File: config.mk
export PLATFORM = sky130hd
export DESIGN_NAME = overlay_rect_change_filter_core
export DESIGN_NICKNAME = d
export VERILOG_FILES = /design/src/sv/orcf_pkg.sv /design/src/sv/orcf_front.sv /design/src/sv/orcf_queue.sv /design/src/sv/orcf_back.sv /design/src/sv/overlay_rect_change_filter_core.sv
export SDC_FILE = /design/constraint.sdc
export NUM_CORES = 1
export LEC_CHECK = 0
export BUFFER_PORTS_ARGS = -buffer_cell sky130_fd_sc_hd__buf_2
export CAP_MARGIN = 15
export CORE_ASPECT_RATIO = 1.4
export CORE_MARGIN = 1
export CORE_UTILIZATION = 30
export DETAILED_ROUTE_END_ITERATION = 12
export GPL_TIMING_DRIVEN = 0
export HOLD_SLACK_MARGIN = 0.03
export PLACE_DENSITY = 0.47
export SKIP_CTS_REPAIR_TIMING = 1
export SLEW_MARGIN = 40
export SYNTH_ARGS = -nofsm -noshare
export SYNTH_HDL_FRONTEND = slang
export SYNTH_HIERARCHICAL = 1
export SYNTH_SLANG_ARGS = --single-unit
export TNS_END_PERCENT = 1
File: constraint.sdc
create_clock -name clk -period 7.28 [get_ports clk]
set_input_delay 2.184 -clock clk [delete_from_list [all_inputs] [get_ports clk]]
set_output_delay 2.184 -clock clk [all_outputs]
set_load 0.01 [all_outputs]
File: src/sv/orcf_pkg.sv
// shared types and codes for the overlay rectangle change filter
package orcf_pkg;

  localparam int NUM_SLOTS_DEF = 8;
  localparam int QUEUE_DEPTH   = 2;

  localparam logic [2:0] CMD_DET_DRAW  = 3'd0;
  localparam logic [2:0] CMD_TRK_DRAW  = 3'd1;
  localparam logic [2:0] CMD_CLR_SLOT  = 3'd2;
  localparam logic [2:0] CMD_CLR_ALL   = 3'd3;
  localparam logic [2:0] CMD_CLR_SCRN  = 3'd4;
  localparam logic [2:0] CMD_INVAL_ALL = 3'd5;

  localparam logic [2:0] KIND_DASHED   = 3'd0;
  localparam logic [2:0] KIND_SOLID    = 3'd1;
  localparam logic [2:0] KIND_CLR_SLOT = 3'd2;
  localparam logic [2:0] KIND_CLR_ALL  = 3'd3;
  localparam logic [2:0] KIND_CLR_SCRN = 3'd4;

  typedef struct packed {
    logic        has_clear;
    logic [2:0]  kind;
    logic [3:0]  slot;
    logic [3:0]  cls;
    logic [31:0] rect;
  } job_t;

endpackage

File: src/sv/orcf_front.sv
// front end: slot table, change detection and job generation
module orcf_front #(
  parameter int NUM_SLOTS = orcf_pkg::NUM_SLOTS_DEF
) (
  input  logic             clk,
  input  logic             rst_n,
  input  logic             in_valid,
  output logic             in_ready,
  input  logic [2:0]       in_cmd,
  input  logic [7:0]       in_slot,
  input  logic [7:0]       in_rect_x,
  input  logic [7:0]       in_rect_y,
  input  logic [7:0]       in_rect_w,
  input  logic [7:0]       in_rect_h,
  input  logic [3:0]       in_obj_class,
  output logic             push,
  output orcf_pkg::job_t   push_job,
  input  logic             q_full
);

  localparam int IDX_W = (NUM_SLOTS > 1) ? $clog2(NUM_SLOTS) : 1;

  logic [7:0] x_r [NUM_SLOTS];
  logic [7:0] y_r [NUM_SLOTS];
  logic [7:0] w_r [NUM_SLOTS];
  logic [7:0] h_r [NUM_SLOTS];
  logic [NUM_SLOTS-1:0] solid_r;
  logic [NUM_SLOTS-1:0] valid_r;

  logic             accept;
  logic             slot_ok;
  logic             solid_req;
  logic [IDX_W-1:0] idx;
  logic             changed;
  logic             store;
  logic             clr_one;
  logic             zero_all;
  logic             inval_all;
  logic [31:0]      rect;

  assign in_ready  = !q_full;
  assign accept    = in_valid && in_ready;
  assign slot_ok   = in_slot < 8'(NUM_SLOTS);
  assign solid_req = (in_cmd == orcf_pkg::CMD_TRK_DRAW);
  assign idx       = solid_req ? '0 : in_slot[IDX_W-1:0];
  assign rect      = {in_rect_h, in_rect_w, in_rect_y, in_rect_x};
  assign changed   = !valid_r[idx] || (x_r[idx] != in_rect_x) || (y_r[idx] != in_rect_y) ||
                     (w_r[idx] != in_rect_w) || (h_r[idx] != in_rect_h) ||
                     (solid_r[idx] != solid_req);

  always_comb begin
    push      = 1'b0;
    store     = 1'b0;
    clr_one   = 1'b0;
    zero_all  = 1'b0;
    inval_all = 1'b0;
    push_job  = '0;
    case (in_cmd)
      orcf_pkg::CMD_DET_DRAW: begin
        if (slot_ok && changed) begin
          push               = accept;
          store              = accept;
          push_job.has_clear = valid_r[idx];
          push_job.kind      = orcf_pkg::KIND_DASHED;
          push_job.slot      = in_slot[3:0];
          push_job.cls       = in_obj_class;
          push_job.rect      = rect;
        end
      end
      orcf_pkg::CMD_TRK_DRAW: begin
        if (changed) begin
          push          = accept;
          store         = accept;
          push_job.kind = orcf_pkg::KIND_SOLID;
          push_job.rect = rect;
        end
      end
      orcf_pkg::CMD_CLR_SLOT: begin
        if (slot_ok && valid_r[idx]) begin
          push          = accept;
          clr_one       = accept;
          push_job.kind = orcf_pkg::KIND_CLR_SLOT;
          push_job.slot = in_slot[3:0];
        end
      end
      orcf_pkg::CMD_CLR_ALL: begin
        push          = accept;
        zero_all      = accept;
        push_job.kind = orcf_pkg::KIND_CLR_ALL;
      end
      orcf_pkg::CMD_CLR_SCRN: begin
        push          = accept;
        zero_all      = accept;
        push_job.kind = orcf_pkg::KIND_CLR_SCRN;
      end
      orcf_pkg::CMD_INVAL_ALL: begin
        inval_all = accept;
      end
      default: begin
      end
    endcase
  end

  always_ff @(posedge clk) begin
    if (!rst_n) begin
      solid_r <= '0;
      valid_r <= '0;
      for (int i = 0; i < NUM_SLOTS; i++) begin
        x_r[i] <= '0;
        y_r[i] <= '0;
        w_r[i] <= '0;
        h_r[i] <= '0;
      end
    end else begin
      if (store) begin
        x_r[idx]     <= in_rect_x;
        y_r[idx]     <= in_rect_y;
        w_r[idx]     <= in_rect_w;
        h_r[idx]     <= in_rect_h;
        solid_r[idx] <= solid_req;
        valid_r[idx] <= 1'b1;
      end
      if (clr_one) begin
        valid_r[idx] <= 1'b0;
      end
      if (zero_all) begin
        for (int i = 0; i < NUM_SLOTS; i++) begin
          x_r[i] <= '0;
          y_r[i] <= '0;
          w_r[i] <= '0;
          h_r[i] <= '0;
        end
      end
      if (inval_all) begin
        valid_r <= '0;
      end
    end
  end

endmodule

File: src/sv/orcf_queue.sv
// short job queue between front and back
module orcf_queue (
  input  logic           clk,
  input  logic           rst_n,
  input  logic           push,
  input  orcf_pkg::job_t push_job,
  output logic           full,
  input  logic           pop,
  output logic           head_valid,
  output orcf_pkg::job_t head_job
);

  localparam int DEPTH = orcf_pkg::QUEUE_DEPTH;
  localparam int PTR_W = (DEPTH > 1) ? $clog2(DEPTH) : 1;
  localparam int CNT_W = $clog2(DEPTH + 1);

  orcf_pkg::job_t   mem_r [DEPTH];
  logic [PTR_W-1:0] wr_ptr_r;
  logic [PTR_W-1:0] rd_ptr_r;
  logic [CNT_W-1:0] cnt_r;
  logic             do_pop;

  assign full       = (cnt_r == CNT_W'(DEPTH));
  assign head_valid = (cnt_r != '0);
  assign head_job   = mem_r[rd_ptr_r];
  assign do_pop     = pop && head_valid;

  always_ff @(posedge clk) begin
    if (push) begin
      mem_r[wr_ptr_r] <= push_job;
    end
  end

  always_ff @(posedge clk) begin
    if (!rst_n) begin
      wr_ptr_r <= '0;
      rd_ptr_r <= '0;
      cnt_r    <= '0;
    end else begin
      if (push) begin
        wr_ptr_r <= (wr_ptr_r == PTR_W'(DEPTH - 1)) ? '0 : wr_ptr_r + 1'b1;
      end
      if (do_pop) begin
        rd_ptr_r <= (rd_ptr_r == PTR_W'(DEPTH - 1)) ? '0 : rd_ptr_r + 1'b1;
      end
      if (push && !do_pop) begin
        cnt_r <= cnt_r + 1'b1;
      end else if (do_pop && !push) begin
        cnt_r <= cnt_r - 1'b1;
      end
    end
  end

endmodule

File: src/sv/orcf_back.sv
// back end: expands jobs into result beats through an output register
module orcf_back (
  input  logic           clk,
  input  logic           rst_n,
  input  logic           head_valid,
  input  orcf_pkg::job_t head_job,
  output logic           pop,
  output logic           out_valid,
  input  logic           out_ready,
  output logic [2:0]     out_kind,
  output logic [3:0]     out_slot,
  output logic [3:0]     out_class,
  output logic [31:0]    out_packed_rect,
  output logic           out_last
);

  typedef enum logic {PH_FIRST, PH_MAIN} phase_t;

  phase_t      phase_r;
  logic        out_valid_r;
  logic [2:0]  kind_r;
  logic [3:0]  slot_r;
  logic [3:0]  class_r;
  logic [31:0] rect_r;
  logic        last_r;
  logic        load;
  logic        clear_beat;

  assign load       = !out_valid_r || out_ready;
  assign clear_beat = head_job.has_clear && (phase_r == PH_FIRST);
  assign pop        = load && head_valid && !clear_beat;

  always_ff @(posedge clk) begin
    if (!rst_n) begin
      phase_r     <= PH_FIRST;
      out_valid_r <= 1'b0;
    end else if (load) begin
      out_valid_r <= head_valid;
      if (head_valid) begin
        slot_r <= head_job.slot;
        if (clear_beat) begin
          phase_r <= PH_MAIN;
          kind_r  <= orcf_pkg::KIND_CLR_SLOT;
          class_r <= '0;
          rect_r  <= '0;
          last_r  <= 1'b0;
        end else begin
          phase_r <= PH_FIRST;
          kind_r  <= head_job.kind;
          class_r <= head_job.cls;
          rect_r  <= head_job.rect;
          last_r  <= 1'b1;
        end
      end
    end
  end

  assign out_valid       = out_valid_r;
  assign out_kind        = kind_r;
  assign out_slot        = slot_r;
  assign out_class       = class_r;
  assign out_packed_rect = rect_r;
  assign out_last        = last_r;

endmodule

File: src/sv/overlay_rect_change_filter_core.sv
// top level of the overlay rectangle change filter
// The front end takes one command per cycle while its two-entry job queue has
// room: it compares the command against the slot table, updates the table in
// that same cycle and queues a job for any command that produces results.
// The back end drains the queue into a registered output, one beat per cycle
// unless out_ready holds it back: tracker draws, dashed draws on empty slots
// and clears give one beat, a dashed draw that replaces a valid slot gives two
// (clear beat, then draw beat with out_last set). Commands that give no result
// queue no job. A command's job is written into the queue when it is accepted;
// its first result beat is then loaded into the output register.
// Reset empties the table, no clearing pass is needed.
module overlay_rect_change_filter_core #(
  parameter int NUM_SLOTS = orcf_pkg::NUM_SLOTS_DEF
) (
  input  logic        clk,
  input  logic        rst_n,
  input  logic        in_valid,
  output logic        in_ready,
  input  logic [2:0]  in_cmd,
  input  logic [7:0]  in_slot,
  input  logic [7:0]  in_rect_x,
  input  logic [7:0]  in_rect_y,
  input  logic [7:0]  in_rect_w,
  input  logic [7:0]  in_rect_h,
  input  logic [3:0]  in_obj_class,
  output logic        out_valid,
  input  logic        out_ready,
  output logic [2:0]  out_kind,
  output logic [3:0]  out_slot,
  output logic [3:0]  out_class,
  output logic [31:0] out_packed_rect,
  output logic        out_last
);

  logic           push;
  orcf_pkg::job_t push_job;
  logic           q_full;
  logic           pop;
  logic           head_valid;
  orcf_pkg::job_t head_job;

  orcf_front #(
    .NUM_SLOTS(NUM_SLOTS)
  ) u_front (
    .clk         (clk),
    .rst_n       (rst_n),
    .in_valid    (in_valid),
    .in_ready    (in_ready),
    .in_cmd      (in_cmd),
    .in_slot     (in_slot),
    .in_rect_x   (in_rect_x),
    .in_rect_y   (in_rect_y),
    .in_rect_w   (in_rect_w),
    .in_rect_h   (in_rect_h),
    .in_obj_class(in_obj_class),
    .push        (push),
    .push_job    (push_job),
    .q_full      (q_full)
  );

  orcf_queue u_queue (
    .clk       (clk),
    .rst_n     (rst_n),
    .push      (push),
    .push_job  (push_job),
    .full      (q_full),
    .pop       (pop),
    .head_valid(head_valid),
    .head_job  (head_job)
  );

  orcf_back u_back (
    .clk            (clk),
    .rst_n          (rst_n),
    .head_valid     (head_valid),
    .head_job       (head_job),
    .pop            (pop),
    .out_valid      (out_valid),
    .out_ready      (out_ready),
    .out_kind       (out_kind),
    .out_slot       (out_slot),
    .out_class      (out_class),
    .out_packed_rect(out_packed_rect),
    .out_last       (out_last)
  );

endmodule
==> results.md <==
* Status: finished with violations
* Failing checks: setup timing
* Max_slew headroom at 0.390
* Met1 Usage GRT at 0.241
* Cells on worst reg2reg path at 13
* CP Data Arrival Time at 7620 ps
* Seq/Total Area, Yosys at 0.660
* Max-cap check violation count at 0
* Site Rows at 106
* GRT busiest layer: met2
* Grt total ovfl at 0
* Yosys top cell by area: edfxtp_1
* CTS tree: done
* Largest net degree at the start of global routing at 39
* Die H at 295 um
* P per Cell Area at 253 mW/mm^2
* Final Max Slew Viols at 0
* Htree depth at 2
* Routed wire length at 67200 um
* Setup Viol. Count Final at 41
* Setup TNS at -1130 ps
* GRT Util Overall at 0.217
* Place WS at -632 ps
* Crit path required time at 7580 ps
* Cell variety after synth at 76
* Syn. warnings at 6
* IO buf count at 94
* Vias at 12.8k
* RSZ-0062 raised after global routing: no
* Peak supply drop at 0.000123 V
* Gate Count Post-Synth at 1444
* Layout cell share with drive strength beyond 1 at 0.214
* Area post-placement at 0.0202 mm^2
* Synth Register Bits at 411
* Max Fclk at 0.136 GHz
* Critical Path Source Type: primary input
* DRC at 0
* Clk sinks at 411
* Clk_skew at 21.9 ps
* Hold Path Class: flop to flop
* Tcrit/Tclk final at 1.01
* Initial antenna violation count at 0
* Top-area cell type share of the netlist area at 0.635
* Critical path endpoint category: flop
* Die width at 211 um
* First-pass GRT wire length at 93800 um
* Post-DP HPWL at 46500 um
* Antenna Cells at 0
* Clock slew at reported path FFs at 60 ps
* Initial core utilization at 0.305
* DR vias/cell at 5.27
* Core footprint at 0.0601 mm^2
* Final WS setup at -47.9 ps
* Min Clock Period, post-route at 7330 ps
* Nets at 1650
* I/O Pins at 97
* Number of synthesized flops with an enable pin at 388
* Synth Cell Area at 0.0184 mm^2
* Count leader, synth: edfxtp_1
* Worst Hold Path Cells at 2
* Largest cells by area after synthesis: edfxtp_1 63%, nor2_1 5.7%, mux2_2 4.0%
* Worst-path maximum fanout at 20
* Clock Tree Root: clkbuf_16
* Fill cells at 5885
* Vias in the first global route at 12.6k
* Routed Antenna Nets at 0
* GR Util met3 at 0.0346
* Leak at 7.67 nW
* Slew @ Worst Pin at 915 ps
* Critical path class: primary input to flop
* Final GP Congestion at 0.936
* Ys flop type: edfxtp_1
* Clock Path Buffers at 3
* Clk Latency, worst-skew pair at 560 ps
* DRT iter0 DRCs at 1266
* Design area at 0.0215 mm^2
* Full die area at 0.0622 mm^2
* TritonRoute pass-1 iters at 7
* Top cells by count, synth: 388 x edfxtp_1, 280 x nor2_1, 84 x nand2_1
* Async set-reset flop share out of synthesis at 0
* CTS Buf Count at 41
* Mapped Nets at 1496
* Area delta synth->final at 17.0%
* WL per Instance at 27.6 um
* Fin. Hold Viols at 0
* Met2 usage at 0.377
* Syn Area/Cell at 12.7 um^2
## metal layers
metal	vias up	share of wire
met2	634	0.49
li1	5586	-
met5	-	0
met1	6391	0.36
met3	225	0.071
met4	0	0.075
## critical path, cell delays in order
cell and delay [ps]:
buf_2 170, nor3b_2 430, buf_2 370, buf_4 260, buf_2 370, clkbuf_4 390
a21oi_1 70, nor3_1 350, xor2_2 240, a2111oi_2 540, nand4_1 450, o21ai_4 340
or4_1 150, buf_2 240, buf_2 440, nand2_4 270, buf_12 280
## cells in the final DEF (no fill, tap or decap), types with 8 or more instances in the layout
cell,instances
mux2_2,65
xor2_1,11
mux2i_1,41
buf_4,23
buf_12,10
nand2b_1,8
dfxtp_1,23
clkbuf_1,21
edfxtp_1,388
nor2b_1,15
o22ai_1,25
or3_1,15
nand2_1,76
buf_6,25
or4_1,12
a22oi_1,8
nor4_1,10
nand2_4,8
a21oi_1,51
a211oi_1,17
inv_1,20
buf_2,130
nor3_1,12
o21ai_0,22
clkinv_1,9
nand3_1,22
and3_1,26
nor2_1,278
and2_1,75
clkbuf_16,41
## report_power, final
part	internal (mW)	switching, mW	total [mW]	leakage, nW
combinational	0.213	0.424	0.637	2.94
clock	1.14	0.900	2.04	0.595
sequential	2.73	0.0347	2.76	4.13
total	4.08	1.36	5.44	7.67
## area by class of cell
cell class              count  area [um^2]  share of cell area
clock inverters            17          149             0.00694
clock buffers              53         1070              0.0499
flip-flops and latches    411        12100               0.564
inverters                  21         78.8             0.00367
plain buffers              99          688              0.0321
repair buffers            111          754              0.0352
well taps                 810         1010              0.0472
multi-input cells         913         5600               0.261
## worst paths after layout
kind                 startpoint            endpoint  slack [ps]
min reg2reg  u_front/valid_r[5]  u_front/valid_r[5]         450
max                   in_cmd[1]   u_front/x_r[7][6]         -50
min          u_front/valid_r[5]  u_front/valid_r[5]         450
max reg2reg   u_front/x_r[1][3]   u_front/x_r[7][6]        2400
## registers in the layout, indices dropped and copies added (netlist names), named ones only
| signal | count |
|---|---|
| u_front/solid_r | 8 |
| u_back/out_slot | 4 |
| u_back/out_packed_rect | 32 |
| u_queue/mem_r | 88 |
| u_front/w_r | 64 |
| u_front/h_r | 64 |
| u_front/valid_r | 8 |
| u_front/x_r | 64 |
| u_back/phase_r | 1 |
| u_queue/rd_ptr_r | 1 |
| u_back/out_class | 4 |
| u_back/out_valid | 1 |
| u_back/out_kind | 3 |
| u_front/y_r | 64 |
| u_back/out_last | 1 |
| u_queue/cnt_r | 2 |
| u_queue/wr_ptr_r | 1 |
## cells by family after synthesis
group           share of synthesized area
simple gates                        0.152
flops                               0.660
compound gates                     0.0726
buf+inv                            0.0409
mux                                0.0647
xor+xnor                          0.00907
fa+ha+maj                        0.000682
other cells                      0.000204
## through the flow
step	util	power [mW]	std cells	hold WS (ps)
4_1_cts	0.356	5.47	2431	451
2_1_floorplan	-	3.15	1444	423
3_5_place_dp	0.336	3.44	2361	443
6_report	0.357	5.44	2435	451
5_1_grt	0.357	5.58	2435	482
3_3_place_gp	0.330	3.42	2348	434
Note: power is estimated with default switching activity, not from simulation.
